==> src/hw/rtl/dllm_pkg.sv <==
package dllm_pkg;

    localparam int NODES  = 64;
    localparam int NODE_W = $clog2(NODES);
    localparam int LINK_W = NODE_W + 1;

    // link value that stands for no node
    localparam logic [LINK_W-1:0] NULL_LINK = LINK_W'(NODES);

    typedef enum logic [2:0] {
        OP_INS_FIRST  = 3'd0,
        OP_INS_LAST   = 3'd1,
        OP_INS_AFTER  = 3'd2,
        OP_INS_BEFORE = 3'd3,
        OP_REM_FIRST  = 3'd4,
        OP_REM_LAST   = 3'd5,
        OP_REMOVE     = 3'd6,
        OP_SEARCH     = 3'd7
    } op_t;

    typedef enum logic [2:0] {
        ST_OK        = 3'd0,
        ST_LISTED    = 3'd1,
        ST_NO_ANCHOR = 3'd2,
        ST_EMPTY     = 3'd3,
        ST_UNLISTED  = 3'd4
    } status_t;

    typedef enum logic [1:0] {
        S_IDLE = 2'd0,
        S_EXEC = 2'd1,
        S_FIN  = 2'd2
    } state_t;

    typedef struct packed {
        logic capture;
        logic exec_step;
        logic finish;
    } cmd_t;

    typedef struct packed {
        logic out_free;
    } stat_t;

endpackage

==> src/hw/rtl/dllm_ctrl.sv <==
module dllm_ctrl (
    input  logic           clk,
    input  logic           rst_n,
    input  logic           in_valid,
    output logic           in_ready,
    input  dllm_pkg::stat_t stat,
    output dllm_pkg::cmd_t  cmd
);

    dllm_pkg::state_t state_reg;
    dllm_pkg::state_t state_next;

    always_ff @(posedge clk or negedge rst_n)
    begin
        if (!rst_n)
        begin
            state_reg <= dllm_pkg::S_IDLE;
        end
        else
        begin
            state_reg <= state_next;
        end
    end

    always_comb
    begin
        state_next    = state_reg;
        in_ready      = 1'b0;
        cmd.capture   = 1'b0;
        cmd.exec_step = 1'b0;
        cmd.finish    = 1'b0;
        case (state_reg)
            dllm_pkg::S_IDLE:
            begin
                in_ready = 1'b1;
                if (in_valid)
                begin
                    cmd.capture = 1'b1;
                    state_next  = dllm_pkg::S_EXEC;
                end
            end
            dllm_pkg::S_EXEC:
            begin
                cmd.exec_step = 1'b1;
                state_next    = dllm_pkg::S_FIN;
            end
            dllm_pkg::S_FIN:
            begin
                // second link writes repeat harmlessly while the result waits
                cmd.finish = 1'b1;
                if (stat.out_free)
                begin
                    state_next = dllm_pkg::S_IDLE;
                end
            end
            default:
            begin
                state_next = dllm_pkg::S_IDLE;
            end
        endcase
    end

endmodule

==> src/hw/rtl/dllm_datapath.sv <==
module dllm_datapath (
    input  logic                          clk,
    input  logic                          rst_n,
    input  dllm_pkg::cmd_t                cmd,
    output dllm_pkg::stat_t               stat,
    input  logic [2:0]                    op,
    input  logic [dllm_pkg::NODE_W-1:0]   node,
    input  logic [dllm_pkg::NODE_W-1:0]   anchor,
    output logic                          out_valid,
    input  logic                          out_ready,
    output logic [dllm_pkg::LINK_W-1:0]   result_node,
    output logic                          found,
    output logic [2:0]                    status,
    output logic [dllm_pkg::LINK_W-1:0]   count
);

    localparam int NW = dllm_pkg::NODE_W;
    localparam int LW = dllm_pkg::LINK_W;

    // link tables
    logic [LW-1:0] next_mem [dllm_pkg::NODES];
    logic [LW-1:0] prev_mem [dllm_pkg::NODES];

    logic [LW-1:0] rd_next_reg;
    logic [LW-1:0] rd_prev_reg;
    logic [NW-1:0] rd_next_addr;
    logic [NW-1:0] rd_prev_addr;

    logic          nx_we;
    logic [NW-1:0] nx_wa;
    logic [LW-1:0] nx_wd;
    logic          pv_we;
    logic [NW-1:0] pv_wa;
    logic [LW-1:0] pv_wd;

    // captured item
    dllm_pkg::op_t op_reg;
    logic [NW-1:0] node_reg;
    logic [NW-1:0] anchor_reg;

    // list state
    logic [dllm_pkg::NODES-1:0] member_reg;
    logic [dllm_pkg::NODES-1:0] member_next;
    logic [LW-1:0] head_reg;
    logic [LW-1:0] head_next;
    logic [LW-1:0] tail_reg;
    logic [LW-1:0] tail_next;
    logic [LW-1:0] size_reg;
    logic [LW-1:0] size_next;

    // pending result and second link writes
    logic [LW-1:0]       res_reg;
    logic [LW-1:0]       res_next;
    logic                fnd_reg;
    logic                fnd_next;
    dllm_pkg::status_t   st_reg;
    dllm_pkg::status_t   st_next;
    logic                w2_nx_we_reg;
    logic                w2_nx_we_next;
    logic [NW-1:0]       w2_nx_wa_reg;
    logic [NW-1:0]       w2_nx_wa_next;
    logic [LW-1:0]       w2_nx_wd_reg;
    logic [LW-1:0]       w2_nx_wd_next;
    logic                w2_pv_we_reg;
    logic                w2_pv_we_next;
    logic [NW-1:0]       w2_pv_wa_reg;
    logic [NW-1:0]       w2_pv_wa_next;
    logic [LW-1:0]       w2_pv_wd_reg;
    logic [LW-1:0]       w2_pv_wd_next;

    // output register
    logic                out_valid_reg;
    logic                out_valid_next;
    logic [LW-1:0]       result_node_reg;
    logic                found_reg;
    logic [2:0]          status_reg;
    logic [LW-1:0]       count_reg;
    logic                out_load;

    logic [LW-1:0] node_ext;
    logic [LW-1:0] anchor_ext;
    logic [LW-1:0] tgt;
    logic          tgt_member;
    logic          first_like;
    logic          last_like;

    assign node_ext   = {1'b0, node_reg};
    assign anchor_ext = {1'b0, anchor_reg};

    assign stat.out_free = !out_valid_reg || out_ready;
    assign out_load      = cmd.finish && stat.out_free;

    // read addresses come straight from the item being accepted, or from the head or tail for the end removes
    always_comb
    begin
        case (dllm_pkg::op_t'(op))
            dllm_pkg::OP_INS_AFTER:
            begin
                rd_next_addr = anchor;
                rd_prev_addr = node;
            end
            dllm_pkg::OP_INS_BEFORE:
            begin
                rd_next_addr = node;
                rd_prev_addr = anchor;
            end
            dllm_pkg::OP_REM_FIRST:
            begin
                rd_next_addr = head_reg[NW-1:0];
                rd_prev_addr = head_reg[NW-1:0];
            end
            dllm_pkg::OP_REM_LAST:
            begin
                rd_next_addr = tail_reg[NW-1:0];
                rd_prev_addr = tail_reg[NW-1:0];
            end
            default:
            begin
                rd_next_addr = node;
                rd_prev_addr = node;
            end
        endcase
    end

    always_ff @(posedge clk)
    begin
        if (nx_we)
        begin
            next_mem[nx_wa] <= nx_wd;
        end
        if (cmd.capture)
        begin
            rd_next_reg <= next_mem[rd_next_addr];
        end
    end

    always_ff @(posedge clk)
    begin
        if (pv_we)
        begin
            prev_mem[pv_wa] <= pv_wd;
        end
        if (cmd.capture)
        begin
            rd_prev_reg <= prev_mem[rd_prev_addr];
        end
    end

    // node removed by the three remove operations
    always_comb
    begin
        case (op_reg)
            dllm_pkg::OP_REM_FIRST: tgt = head_reg;
            dllm_pkg::OP_REM_LAST:  tgt = tail_reg;
            default:                tgt = node_ext;
        endcase
    end

    assign tgt_member = (tgt != dllm_pkg::NULL_LINK) && member_reg[tgt[NW-1:0]];
    assign first_like = (op_reg == dllm_pkg::OP_INS_FIRST)
                     || ((op_reg == dllm_pkg::OP_INS_BEFORE) && (anchor_ext == head_reg));
    assign last_like  = (op_reg == dllm_pkg::OP_INS_LAST)
                     || ((op_reg == dllm_pkg::OP_INS_AFTER) && (anchor_ext == tail_reg));

    always_comb
    begin
        nx_we         = 1'b0;
        nx_wa         = '0;
        nx_wd         = '0;
        pv_we         = 1'b0;
        pv_wa         = '0;
        pv_wd         = '0;
        member_next   = member_reg;
        head_next     = head_reg;
        tail_next     = tail_reg;
        size_next     = size_reg;
        res_next      = res_reg;
        fnd_next      = fnd_reg;
        st_next       = st_reg;
        w2_nx_we_next = w2_nx_we_reg;
        w2_nx_wa_next = w2_nx_wa_reg;
        w2_nx_wd_next = w2_nx_wd_reg;
        w2_pv_we_next = w2_pv_we_reg;
        w2_pv_wa_next = w2_pv_wa_reg;
        w2_pv_wd_next = w2_pv_wd_reg;

        if (cmd.exec_step)
        begin
            res_next      = dllm_pkg::NULL_LINK;
            fnd_next      = 1'b0;
            st_next       = dllm_pkg::ST_OK;
            w2_nx_we_next = 1'b0;
            w2_pv_we_next = 1'b0;
            case (op_reg)
                dllm_pkg::OP_INS_FIRST, dllm_pkg::OP_INS_LAST,
                dllm_pkg::OP_INS_AFTER, dllm_pkg::OP_INS_BEFORE:
                begin
                    if (member_reg[node_reg])
                    begin
                        st_next = dllm_pkg::ST_LISTED;
                    end
                    else if ((op_reg inside {dllm_pkg::OP_INS_AFTER, dllm_pkg::OP_INS_BEFORE})
                             && !member_reg[anchor_reg])
                    begin
                        st_next = dllm_pkg::ST_NO_ANCHOR;
                    end
                    else
                    begin
                        member_next[node_reg] = 1'b1;
                        size_next             = size_reg + LW'(1);
                        res_next              = node_ext;
                        nx_we                 = 1'b1;
                        nx_wa                 = node_reg;
                        pv_we                 = 1'b1;
                        pv_wa                 = node_reg;
                        if (first_like)
                        begin
                            nx_wd         = head_reg;
                            pv_wd         = dllm_pkg::NULL_LINK;
                            w2_pv_we_next = (head_reg != dllm_pkg::NULL_LINK);
                            w2_pv_wa_next = head_reg[NW-1:0];
                            w2_pv_wd_next = node_ext;
                            head_next     = node_ext;
                            if (head_reg == dllm_pkg::NULL_LINK)
                            begin
                                tail_next = node_ext;
                            end
                        end
                        else if (last_like)
                        begin
                            nx_wd         = dllm_pkg::NULL_LINK;
                            pv_wd         = tail_reg;
                            w2_nx_we_next = (tail_reg != dllm_pkg::NULL_LINK);
                            w2_nx_wa_next = tail_reg[NW-1:0];
                            w2_nx_wd_next = node_ext;
                            tail_next     = node_ext;
                            if (tail_reg == dllm_pkg::NULL_LINK)
                            begin
                                head_next = node_ext;
                            end
                        end
                        else if (op_reg == dllm_pkg::OP_INS_AFTER)
                        begin
                            // anchor has a successor here
                            nx_wd         = rd_next_reg;
                            pv_wd         = anchor_ext;
                            w2_pv_we_next = 1'b1;
                            w2_pv_wa_next = rd_next_reg[NW-1:0];
                            w2_pv_wd_next = node_ext;
                            w2_nx_we_next = 1'b1;
                            w2_nx_wa_next = anchor_reg;
                            w2_nx_wd_next = node_ext;
                        end
                        else
                        begin
                            // anchor has a predecessor here
                            pv_wd         = rd_prev_reg;
                            nx_wd         = anchor_ext;
                            w2_nx_we_next = 1'b1;
                            w2_nx_wa_next = rd_prev_reg[NW-1:0];
                            w2_nx_wd_next = node_ext;
                            w2_pv_we_next = 1'b1;
                            w2_pv_wa_next = anchor_reg;
                            w2_pv_wd_next = node_ext;
                        end
                    end
                end
                dllm_pkg::OP_REM_FIRST, dllm_pkg::OP_REM_LAST, dllm_pkg::OP_REMOVE:
                begin
                    if (!tgt_member)
                    begin
                        st_next = (op_reg == dllm_pkg::OP_REMOVE) ? dllm_pkg::ST_UNLISTED
                                                                   : dllm_pkg::ST_EMPTY;
                    end
                    else
                    begin
                        member_next[tgt[NW-1:0]] = 1'b0;
                        if (size_reg != '0)
                        begin
                            size_next = size_reg - LW'(1);
                        end
                        res_next = tgt;
                        if (rd_prev_reg != dllm_pkg::NULL_LINK)
                        begin
                            nx_we = 1'b1;
                            nx_wa = rd_prev_reg[NW-1:0];
                            nx_wd = rd_next_reg;
                        end
                        else
                        begin
                            head_next = rd_next_reg;
                        end
                        if (rd_next_reg != dllm_pkg::NULL_LINK)
                        begin
                            pv_we = 1'b1;
                            pv_wa = rd_next_reg[NW-1:0];
                            pv_wd = rd_prev_reg;
                        end
                        else
                        begin
                            tail_next = rd_prev_reg;
                        end
                    end
                end
                dllm_pkg::OP_SEARCH:
                begin
                    if (member_reg[node_reg])
                    begin
                        fnd_next = 1'b1;
                        res_next = node_ext;
                    end
                end
                default:
                begin
                    st_next = dllm_pkg::ST_OK;
                end
            endcase
        end

        if (cmd.finish)
        begin
            nx_we = w2_nx_we_reg;
            nx_wa = w2_nx_wa_reg;
            nx_wd = w2_nx_wd_reg;
            pv_we = w2_pv_we_reg;
            pv_wa = w2_pv_wa_reg;
            pv_wd = w2_pv_wd_reg;
        end
    end

    always_comb
    begin
        out_valid_next = out_valid_reg;
        if (out_load)
        begin
            out_valid_next = 1'b1;
        end
        else if (out_ready)
        begin
            out_valid_next = 1'b0;
        end
    end

    always_ff @(posedge clk or negedge rst_n)
    begin
        if (!rst_n)
        begin
            member_reg    <= '0;
            head_reg      <= dllm_pkg::NULL_LINK;
            tail_reg      <= dllm_pkg::NULL_LINK;
            size_reg      <= '0;
            out_valid_reg <= 1'b0;
            w2_nx_we_reg  <= 1'b0;
            w2_pv_we_reg  <= 1'b0;
        end
        else
        begin
            member_reg    <= member_next;
            head_reg      <= head_next;
            tail_reg      <= tail_next;
            size_reg      <= size_next;
            out_valid_reg <= out_valid_next;
            w2_nx_we_reg  <= w2_nx_we_next;
            w2_pv_we_reg  <= w2_pv_we_next;
        end
    end

    always_ff @(posedge clk)
    begin
        if (cmd.capture)
        begin
            op_reg     <= dllm_pkg::op_t'(op);
            node_reg   <= node;
            anchor_reg <= anchor;
        end
        res_reg      <= res_next;
        fnd_reg      <= fnd_next;
        st_reg       <= st_next;
        w2_nx_wa_reg <= w2_nx_wa_next;
        w2_nx_wd_reg <= w2_nx_wd_next;
        w2_pv_wa_reg <= w2_pv_wa_next;
        w2_pv_wd_reg <= w2_pv_wd_next;
        if (out_load)
        begin
            result_node_reg <= res_reg;
            found_reg       <= fnd_reg;
            status_reg      <= st_reg;
            count_reg       <= size_reg;
        end
    end

    assign out_valid   = out_valid_reg;
    assign result_node = result_node_reg;
    assign found       = found_reg;
    assign status      = status_reg;
    assign count       = count_reg;

endmodule

==> src/hw/rtl/doubly_linked_list_manager_core.sv <==
// One doubly linked list over a pool of 64 node indices, with index 64 as null. With the
// result register free, the accept cycle reads both link tables, the next cycle checks
// membership and does the first link writes and the head, tail and size updates, and the
// last does the remaining link writes and loads the result register; the writes are split
// because each link table has a single write port. A new item is accepted while the
// previous result still waits to be taken; a finished item that finds the result register
// still full holds in its last cycle until it drains. Membership bits clear at reset. The
// link tables are not cleared: only listed nodes' entries are used, so no clearing pass runs.
module doubly_linked_list_manager_core (
    input  logic                        clk,
    input  logic                        rst_n,
    input  logic                        in_valid,
    output logic                        in_ready,
    input  logic [2:0]                  op,
    input  logic [dllm_pkg::NODE_W-1:0] node,
    input  logic [dllm_pkg::NODE_W-1:0] anchor,
    output logic                        out_valid,
    input  logic                        out_ready,
    output logic [dllm_pkg::LINK_W-1:0] result_node,
    output logic                        found,
    output logic [2:0]                  status,
    output logic [dllm_pkg::LINK_W-1:0] count
);

    dllm_pkg::cmd_t  cmd;
    dllm_pkg::stat_t stat;

    dllm_ctrl u_ctrl (
        .clk      (clk),
        .rst_n    (rst_n),
        .in_valid (in_valid),
        .in_ready (in_ready),
        .stat     (stat),
        .cmd      (cmd)
    );

    dllm_datapath u_datapath (
        .clk         (clk),
        .rst_n       (rst_n),
        .cmd         (cmd),
        .stat        (stat),
        .op          (op),
        .node        (node),
        .anchor      (anchor),
        .out_valid   (out_valid),
        .out_ready   (out_ready),
        .result_node (result_node),
        .found       (found),
        .status      (status),
        .count       (count)
    );

    // one item at a time
    assert property (@(posedge clk) disable iff (!rst_n)
        (in_valid && in_ready) |=> !in_ready)
        else $error("item accepted while another is in flight");

    // failed operations name no node
    assert property (@(posedge clk) disable iff (!rst_n)
        (out_valid && (status != 3'(dllm_pkg::ST_OK))) |->
            ((result_node == dllm_pkg::NULL_LINK) && !found))
        else $error("error result carries a node");

    // a found search names a real node
    assert property (@(posedge clk) disable iff (!rst_n)
        (out_valid && found) |-> (result_node != dllm_pkg::NULL_LINK))
        else $error("found without a node");

    // list size never passes the pool size
    assert property (@(posedge clk) disable iff (!rst_n)
        out_valid |-> (count <= dllm_pkg::LINK_W'(dllm_pkg::NODES)))
        else $error("count beyond pool size");

endmodule

==> config.mk <==
export PLATFORM = sky130hd
export DESIGN_NAME = doubly_linked_list_manager_core
export DESIGN_NICKNAME = d
export VERILOG_FILES = /design/src/hw/rtl/dllm_pkg.sv /design/src/hw/rtl/dllm_ctrl.sv /design/src/hw/rtl/dllm_datapath.sv /design/src/hw/rtl/doubly_linked_list_manager_core.sv
export SDC_FILE = /design/constraint.sdc
export NUM_CORES = 2
export LEC_CHECK = 0
export ABC_AREA = 1
export BUFFER_PORTS_ARGS = -buffer_cell sky130_fd_sc_hd__buf_4
export CAP_MARGIN = 20
export CORE_MARGIN = 5
export CORE_UTILIZATION = 50
export DETAILED_ROUTE_END_ITERATION = 10
export PLACE_DENSITY = 0.62
export SYNTH_ARGS = -nofsm -noshare
export SYNTH_HDL_FRONTEND = slang
export SYNTH_SLANG_ARGS = --single-unit
==> constraint.sdc <==
create_clock -name clk -period 11.2 [get_ports clk]
set_clock_uncertainty 0.1 [all_clocks]
set_input_delay 1.68 -clock clk [delete_from_list [all_inputs] [get_ports clk]]
set_output_delay 1.68 -clock clk [all_outputs]
set_load 0.005 [all_outputs]
==> summary.log <==
qor: placed_design.buffer_ports.inserted 38
qor: setup_path.setup.worst_path.end_class flop
qor: die.core-area 93300 um2
qor: sta.layout_min_cycle_time 5940 ps
qor: clock_tree.cts.sink_count 1068
qor: clock_tree.worst_skew_pair.late_latency 710 ps
qor: die.floorplan.initialDensity 50.4%
qor: grt.global_route.overflow_total 0
qor: clock_tree.clk_pin_slew_worst_paths 60 ps
qor: sta.timing_worst_slew_pin_value 1280 ps
qor: clock_tree.post_cts_hold_buffer_count 0
qor: clock_tree.cts_root_buffer sky130_fd_sc_hd__clkbuf_16
qor: sta.report.final.slew_viol_count 0
qor: setup_path.r2r_setup_slack 5260 ps
qor: min_path.hold_ep u_datapath.result_node[1]$_DFFE_PP_
qor: final_layout.num-nets-final 4168
qor: placed_design.hpwl 77300 um
qor: setup_path.worstReg2RegStart u_datapath.op_reg[2]$_DFFE_PP_
qor: clock_tree.cts_buffer_depth 3
qor: synth.syn-instance-count 4190
qor: route.drt_drc_violations_left 0
qor: power_and_ir_drop.power.ir.vdd_worst 0.000148 V
qor: synth.synth_seq_cells 1068
qor: setup_path.timing.reg2reg.worst_path_depth 18
qor: final_layout.layout-drive-gt1-share 10.7%
qor: sta.worst_slew_margin_rel 14.6%
qor: sta.finalSetupTns 0 ps
qor: synth.synth-seq-area-share 67.3%
qor: die.die_h 317 um
qor: clock_tree.cts.htree.levels 3
qor: synth.mappedNetlistArea 47000 um2
qor: setup_path.cp.required 11420 ps
qor: setup_path.critical_path.reg2reg.endpoint u_datapath.prev_mem[55][4]$_DFFE_PP_
qor: synth.synth-main-ff-cell sky130_fd_sc_hd__edfxtp_1
qor: grt.grtUsageTotal 25.5%
qor: die.design.portCount 39
qor: placed_design.placed_area 48400 um2
qor: clock_tree.post_cts_resize_count 0
qor: min_path.min-delay-start u_datapath.res_reg[1]$_DFFE_PP_
qor: die.die-area 100000 um2
qor: min_path.cell_count_of_the_worst_hold_path 0
qor: route.detailedRoute.firstIterationViolations 4001
qor: setup_path.cp.arrival 6160 ps
qor: synth.synthArstFlopShare 8.43%
qor: final_layout.postLayoutCellArea 51900 um2
qor: die.rows 112
qor: synth.synthesis.area_per_instance 11.2 um2
qor: power_and_ir_drop.totalPowerFinal 11.0 mW
qor: sta.clock.fmax 168 MHz
qor: grt.wire_length_of_the_first_global_routing_pass 195000 um
qor: route.drt_pre_antenna_iters 6
qor: sta.worst_hold_slack 318 ps
qor: die.die_outline_width 317 um
qor: synth.postSynthNetCount 4215
qor: grt.first_global_vias 30834
qor: final_layout.antenna_cell_count 0
qor: flow_run.drv_cap 0
qor: grt.initial_antenna_violation_count 0
qor: route.route.detailed.wl_per_inst 23.8 um
qor: clock_tree.cts_tree done
qor: synth.synth-edff-count 978
qor: placed_design.gp_congestion 0.924
qor: route.routed_wl 131000 um
qor: route.final_antenna_net_count 0
qor: route.post_drt_via_cell_ratio 6.04
qor: clock_tree.cts.repair_timing.setup_buffer_count 0
qor: power_and_ir_drop.cellPowerDensity 212 nW/um2
qor: grt.largest_net_degree_at_the_start_of_global_routing 225
qor: min_path.timing.hold.worst.class reg -> reg
qor: setup_path.cp-start-kind flop
qor: final_layout.area_growth 10.5%
qor: sta.grt_setup_unrepaired false
qor: synth.ys.warnings.count 0
qor: sta.finalCritPeriodShare 53.0%
qor: run_status.run_status finished clean
qor: synth.synth.distinct_cells 59
qor: sta.final-setup-viol-count 0
qor: sta.finalHoldViolations 0
qor: power_and_ir_drop.power.leakage 17.7 nW
qor: setup_path.timing.setup.critical_path_class reg -> reg
qor: final_layout.filler_cell_count 7936
qor: route.num_vias 33156
qor: setup_path.crit_fanout 46
qor: clock_tree.number_of_buffers_inserted_during_clock_tree_synthesis 109
==> power breakdown <==
part / total, mW / internal (mW) / switching [mW]
sequential: 4.98 / 4.81 / 0.178
combinational: 2.44 / 0.610 / 1.83
clock: 3.59 / 2.05 / 1.54
==> worst max-delay path: stages, from the launching register on <==
cell and delay, ps:
sky130_fd_sc_hd__edfxtp_1 710, sky130_fd_sc_hd__nand3_2 680, sky130_fd_sc_hd__nand3_4 730, sky130_fd_sc_hd__o21ai_1 110, sky130_fd_sc_hd__nand2_1 70, sky130_fd_sc_hd__nand2_1 50, sky130_fd_sc_hd__nand2_1 50, sky130_fd_sc_hd__nand2_1 60
sky130_fd_sc_hd__nand2_1 140, sky130_fd_sc_hd__nand2_1 110, sky130_fd_sc_hd__nor2_4 270, sky130_fd_sc_hd__nand3_4 300, sky130_fd_sc_hd__nor2_2 240, sky130_fd_sc_hd__nand2_1 70, sky130_fd_sc_hd__nand2_1 70, sky130_fd_sc_hd__nand2_1 50
sky130_fd_sc_hd__nand2_1 450, sky130_fd_sc_hd__nand2_1 460, sky130_fd_sc_hd__nor2_1 750
==> through the flow <==
stage               setup slack [ps]  util (%)  instances
finish                          5260      55.6       5491
global route                    5000      55.6       5491
CTS                             5430      55.6       5486
detailed placement              5230      51.8       5281
global placement                5210      51.8       5279
floorplan                       5670         -       4190
==> area by class of cell <==
| type | count | area, um2 | share of cell area, % |
|---|---|---|---|
| well taps | 1254 | 1570 | 3.02 |
| inverters | 194 | 741 | 1.43 |
| repair buffers | 93 | 737 | 1.42 |
| clock buffers | 140 | 2920 | 5.62 |
| clock inverters | 65 | 599 | 1.15 |
| flip-flops and latches | 1068 | 31600 | 60.9 |
| multi-input cells | 2677 | 13800 | 26.5 |
==> kinds of logic (layout without fill, tap and decap cells) <==
| family | after synthesis | count (layout) | share of synthesized area [%] |
|---|---|---|---|
| flip-flops | 1068 | 1068 | 67.3 |
| AND/OR/NAND/NOR | 1581 | 1581 | 14.7 |
| XOR/XNOR | 11 | 11 | 0.205 |
| AO/OA/AOI/OAI | 1079 | 1079 | 13.8 |
| adder cells (fa/ha/maj) | 6 | 6 | 0.176 |
| buffers and inverters | 445 | 492 | 3.89 |
==> worst max path at each step <==
stage / from / to / depth (start not counted)
final: u_datapath.op_reg[2]$_DFFE_PP_ / u_datapath.prev_mem[55][4]$_DFFE_PP_ / 18
after global routing: u_datapath.op_reg[2]$_DFFE_PP_ / u_datapath.prev_mem[54][0]$_DFFE_PP_ / 18
after CTS: u_datapath.op_reg[2]$_DFFE_PP_ / u_datapath.prev_mem[55][4]$_DFFE_PP_ / 16
after detailed placement: op[1] / u_datapath.rd_next_reg[3]$_DFFE_PP_ / 16
after global placement: op[1] / u_datapath.rd_next_reg[3]$_DFFE_PP_ / 16
after floorplan: u_datapath.op_reg[1]$_DFFE_PP_ / u_datapath.next_mem[0][2]$_DFFE_PP_ / 17
==> layer usage <==
layer | track usage [%] | vias up | share of wire, %
met3 | 4.19 | 276 | 8.9
li1 | - | 15107 | -
met2 | 38.3 | 1657 | 45
met5 | 0 | - | 0
met4 | 7.30 | 0 | 2.8
met1 | 38.8 | 16116 | 44
==> cells in the mapped netlist (3+ instances only) <==
| master | number | area share [%] |
|---|---|---|
| sky130_fd_sc_hd__inv_2 | 11 | 0.088 |
| sky130_fd_sc_hd__nor2_1 | 747 | 6.0 |
| sky130_fd_sc_hd__a221oi_1 | 5 | 0.093 |
| sky130_fd_sc_hd__buf_2 | 24 | 0.26 |
| sky130_fd_sc_hd__nand2_1 | 418 | 3.3 |
| sky130_fd_sc_hd__a21oi_1 | 121 | 1.3 |
| sky130_fd_sc_hd__nand3_2 | 16 | 0.34 |
| sky130_fd_sc_hd__nor4_1 | 10 | 0.13 |
| sky130_fd_sc_hd__nor2_2 | 18 | 0.24 |
| sky130_fd_sc_hd__inv_1 | 174 | 1.4 |
| sky130_fd_sc_hd__a31oi_1 | 3 | 0.040 |
| sky130_fd_sc_hd__o211ai_1 | 160 | 2.6 |
| sky130_fd_sc_hd__a21oi_2 | 5 | 0.093 |
| sky130_fd_sc_hd__or2_2 | 70 | 0.93 |
| sky130_fd_sc_hd__xor2_1 | 7 | 0.13 |
| sky130_fd_sc_hd__nor3_1 | 22 | 0.23 |
| sky130_fd_sc_hd__o31ai_1 | 3 | 0.048 |
| sky130_fd_sc_hd__nand3_4 | 3 | 0.11 |
| sky130_fd_sc_hd__ha_1 | 5 | 0.13 |
| sky130_fd_sc_hd__nand4_1 | 42 | 0.56 |
| sky130_fd_sc_hd__nand2_2 | 25 | 0.33 |
| sky130_fd_sc_hd__o221ai_1 | 68 | 1.3 |
| sky130_fd_sc_hd__nor2_4 | 6 | 0.14 |
| sky130_fd_sc_hd__clkbuf_1 | 192 | 1.5 |
| sky130_fd_sc_hd__clkinv_1 | 8 | 0.064 |
| sky130_fd_sc_hd__o32ai_1 | 42 | 0.78 |
| sky130_fd_sc_hd__o22ai_1 | 72 | 0.96 |
| sky130_fd_sc_hd__buf_1 | 14 | 0.11 |
| sky130_fd_sc_hd__o21ai_1 | 11 | 0.12 |
| sky130_fd_sc_hd__xnor2_1 | 4 | 0.075 |
| sky130_fd_sc_hd__buf_4 | 9 | 0.14 |
| sky130_fd_sc_hd__buf_6 | 12 | 0.29 |
| sky130_fd_sc_hd__dfrtp_1 | 88 | 4.7 |
| sky130_fd_sc_hd__nand3_1 | 191 | 2.0 |
| sky130_fd_sc_hd__nor3b_1 | 3 | 0.048 |
| sky130_fd_sc_hd__o21ai_2 | 3 | 0.056 |
| sky130_fd_sc_hd__edfxtp_1 | 978 | 62 |
| sky130_fd_sc_hd__o21ai_0 | 557 | 5.9 |
| sky130_fd_sc_hd__a22oi_1 | 14 | 0.22 |
==> layout by cell type, fill, tap and decap left out, types with 11 or more instances in the layout <==
cell type,count
sky130_fd_sc_hd__edfxtp_1,978
sky130_fd_sc_hd__nor2_1,739
sky130_fd_sc_hd__o21ai_0,548
sky130_fd_sc_hd__nand2_1,413
sky130_fd_sc_hd__nand3_1,191
sky130_fd_sc_hd__inv_1,174
sky130_fd_sc_hd__o211ai_1,160
sky130_fd_sc_hd__a21oi_1,120
sky130_fd_sc_hd__clkbuf_16,111
sky130_fd_sc_hd__dfrtp_1,88
sky130_fd_sc_hd__buf_4,87
sky130_fd_sc_hd__o22ai_1,72
sky130_fd_sc_hd__or2_2,70
sky130_fd_sc_hd__o221ai_1,68
sky130_fd_sc_hd__nand4_1,42
sky130_fd_sc_hd__o32ai_1,42
sky130_fd_sc_hd__nand2_2,30
sky130_fd_sc_hd__clkinv_1,27
sky130_fd_sc_hd__clkbuf_1,26
sky130_fd_sc_hd__clkinv_2,25
sky130_fd_sc_hd__nor3_1,22
sky130_fd_sc_hd__nor2_2,21
sky130_fd_sc_hd__nand3_2,16
sky130_fd_sc_hd__a22oi_1,14
sky130_fd_sc_hd__o21ai_1,12
sky130_fd_sc_hd__inv_2,11
sky130_fd_sc_hd__nor2_4,11
Power figures use the tool's default switching activity.
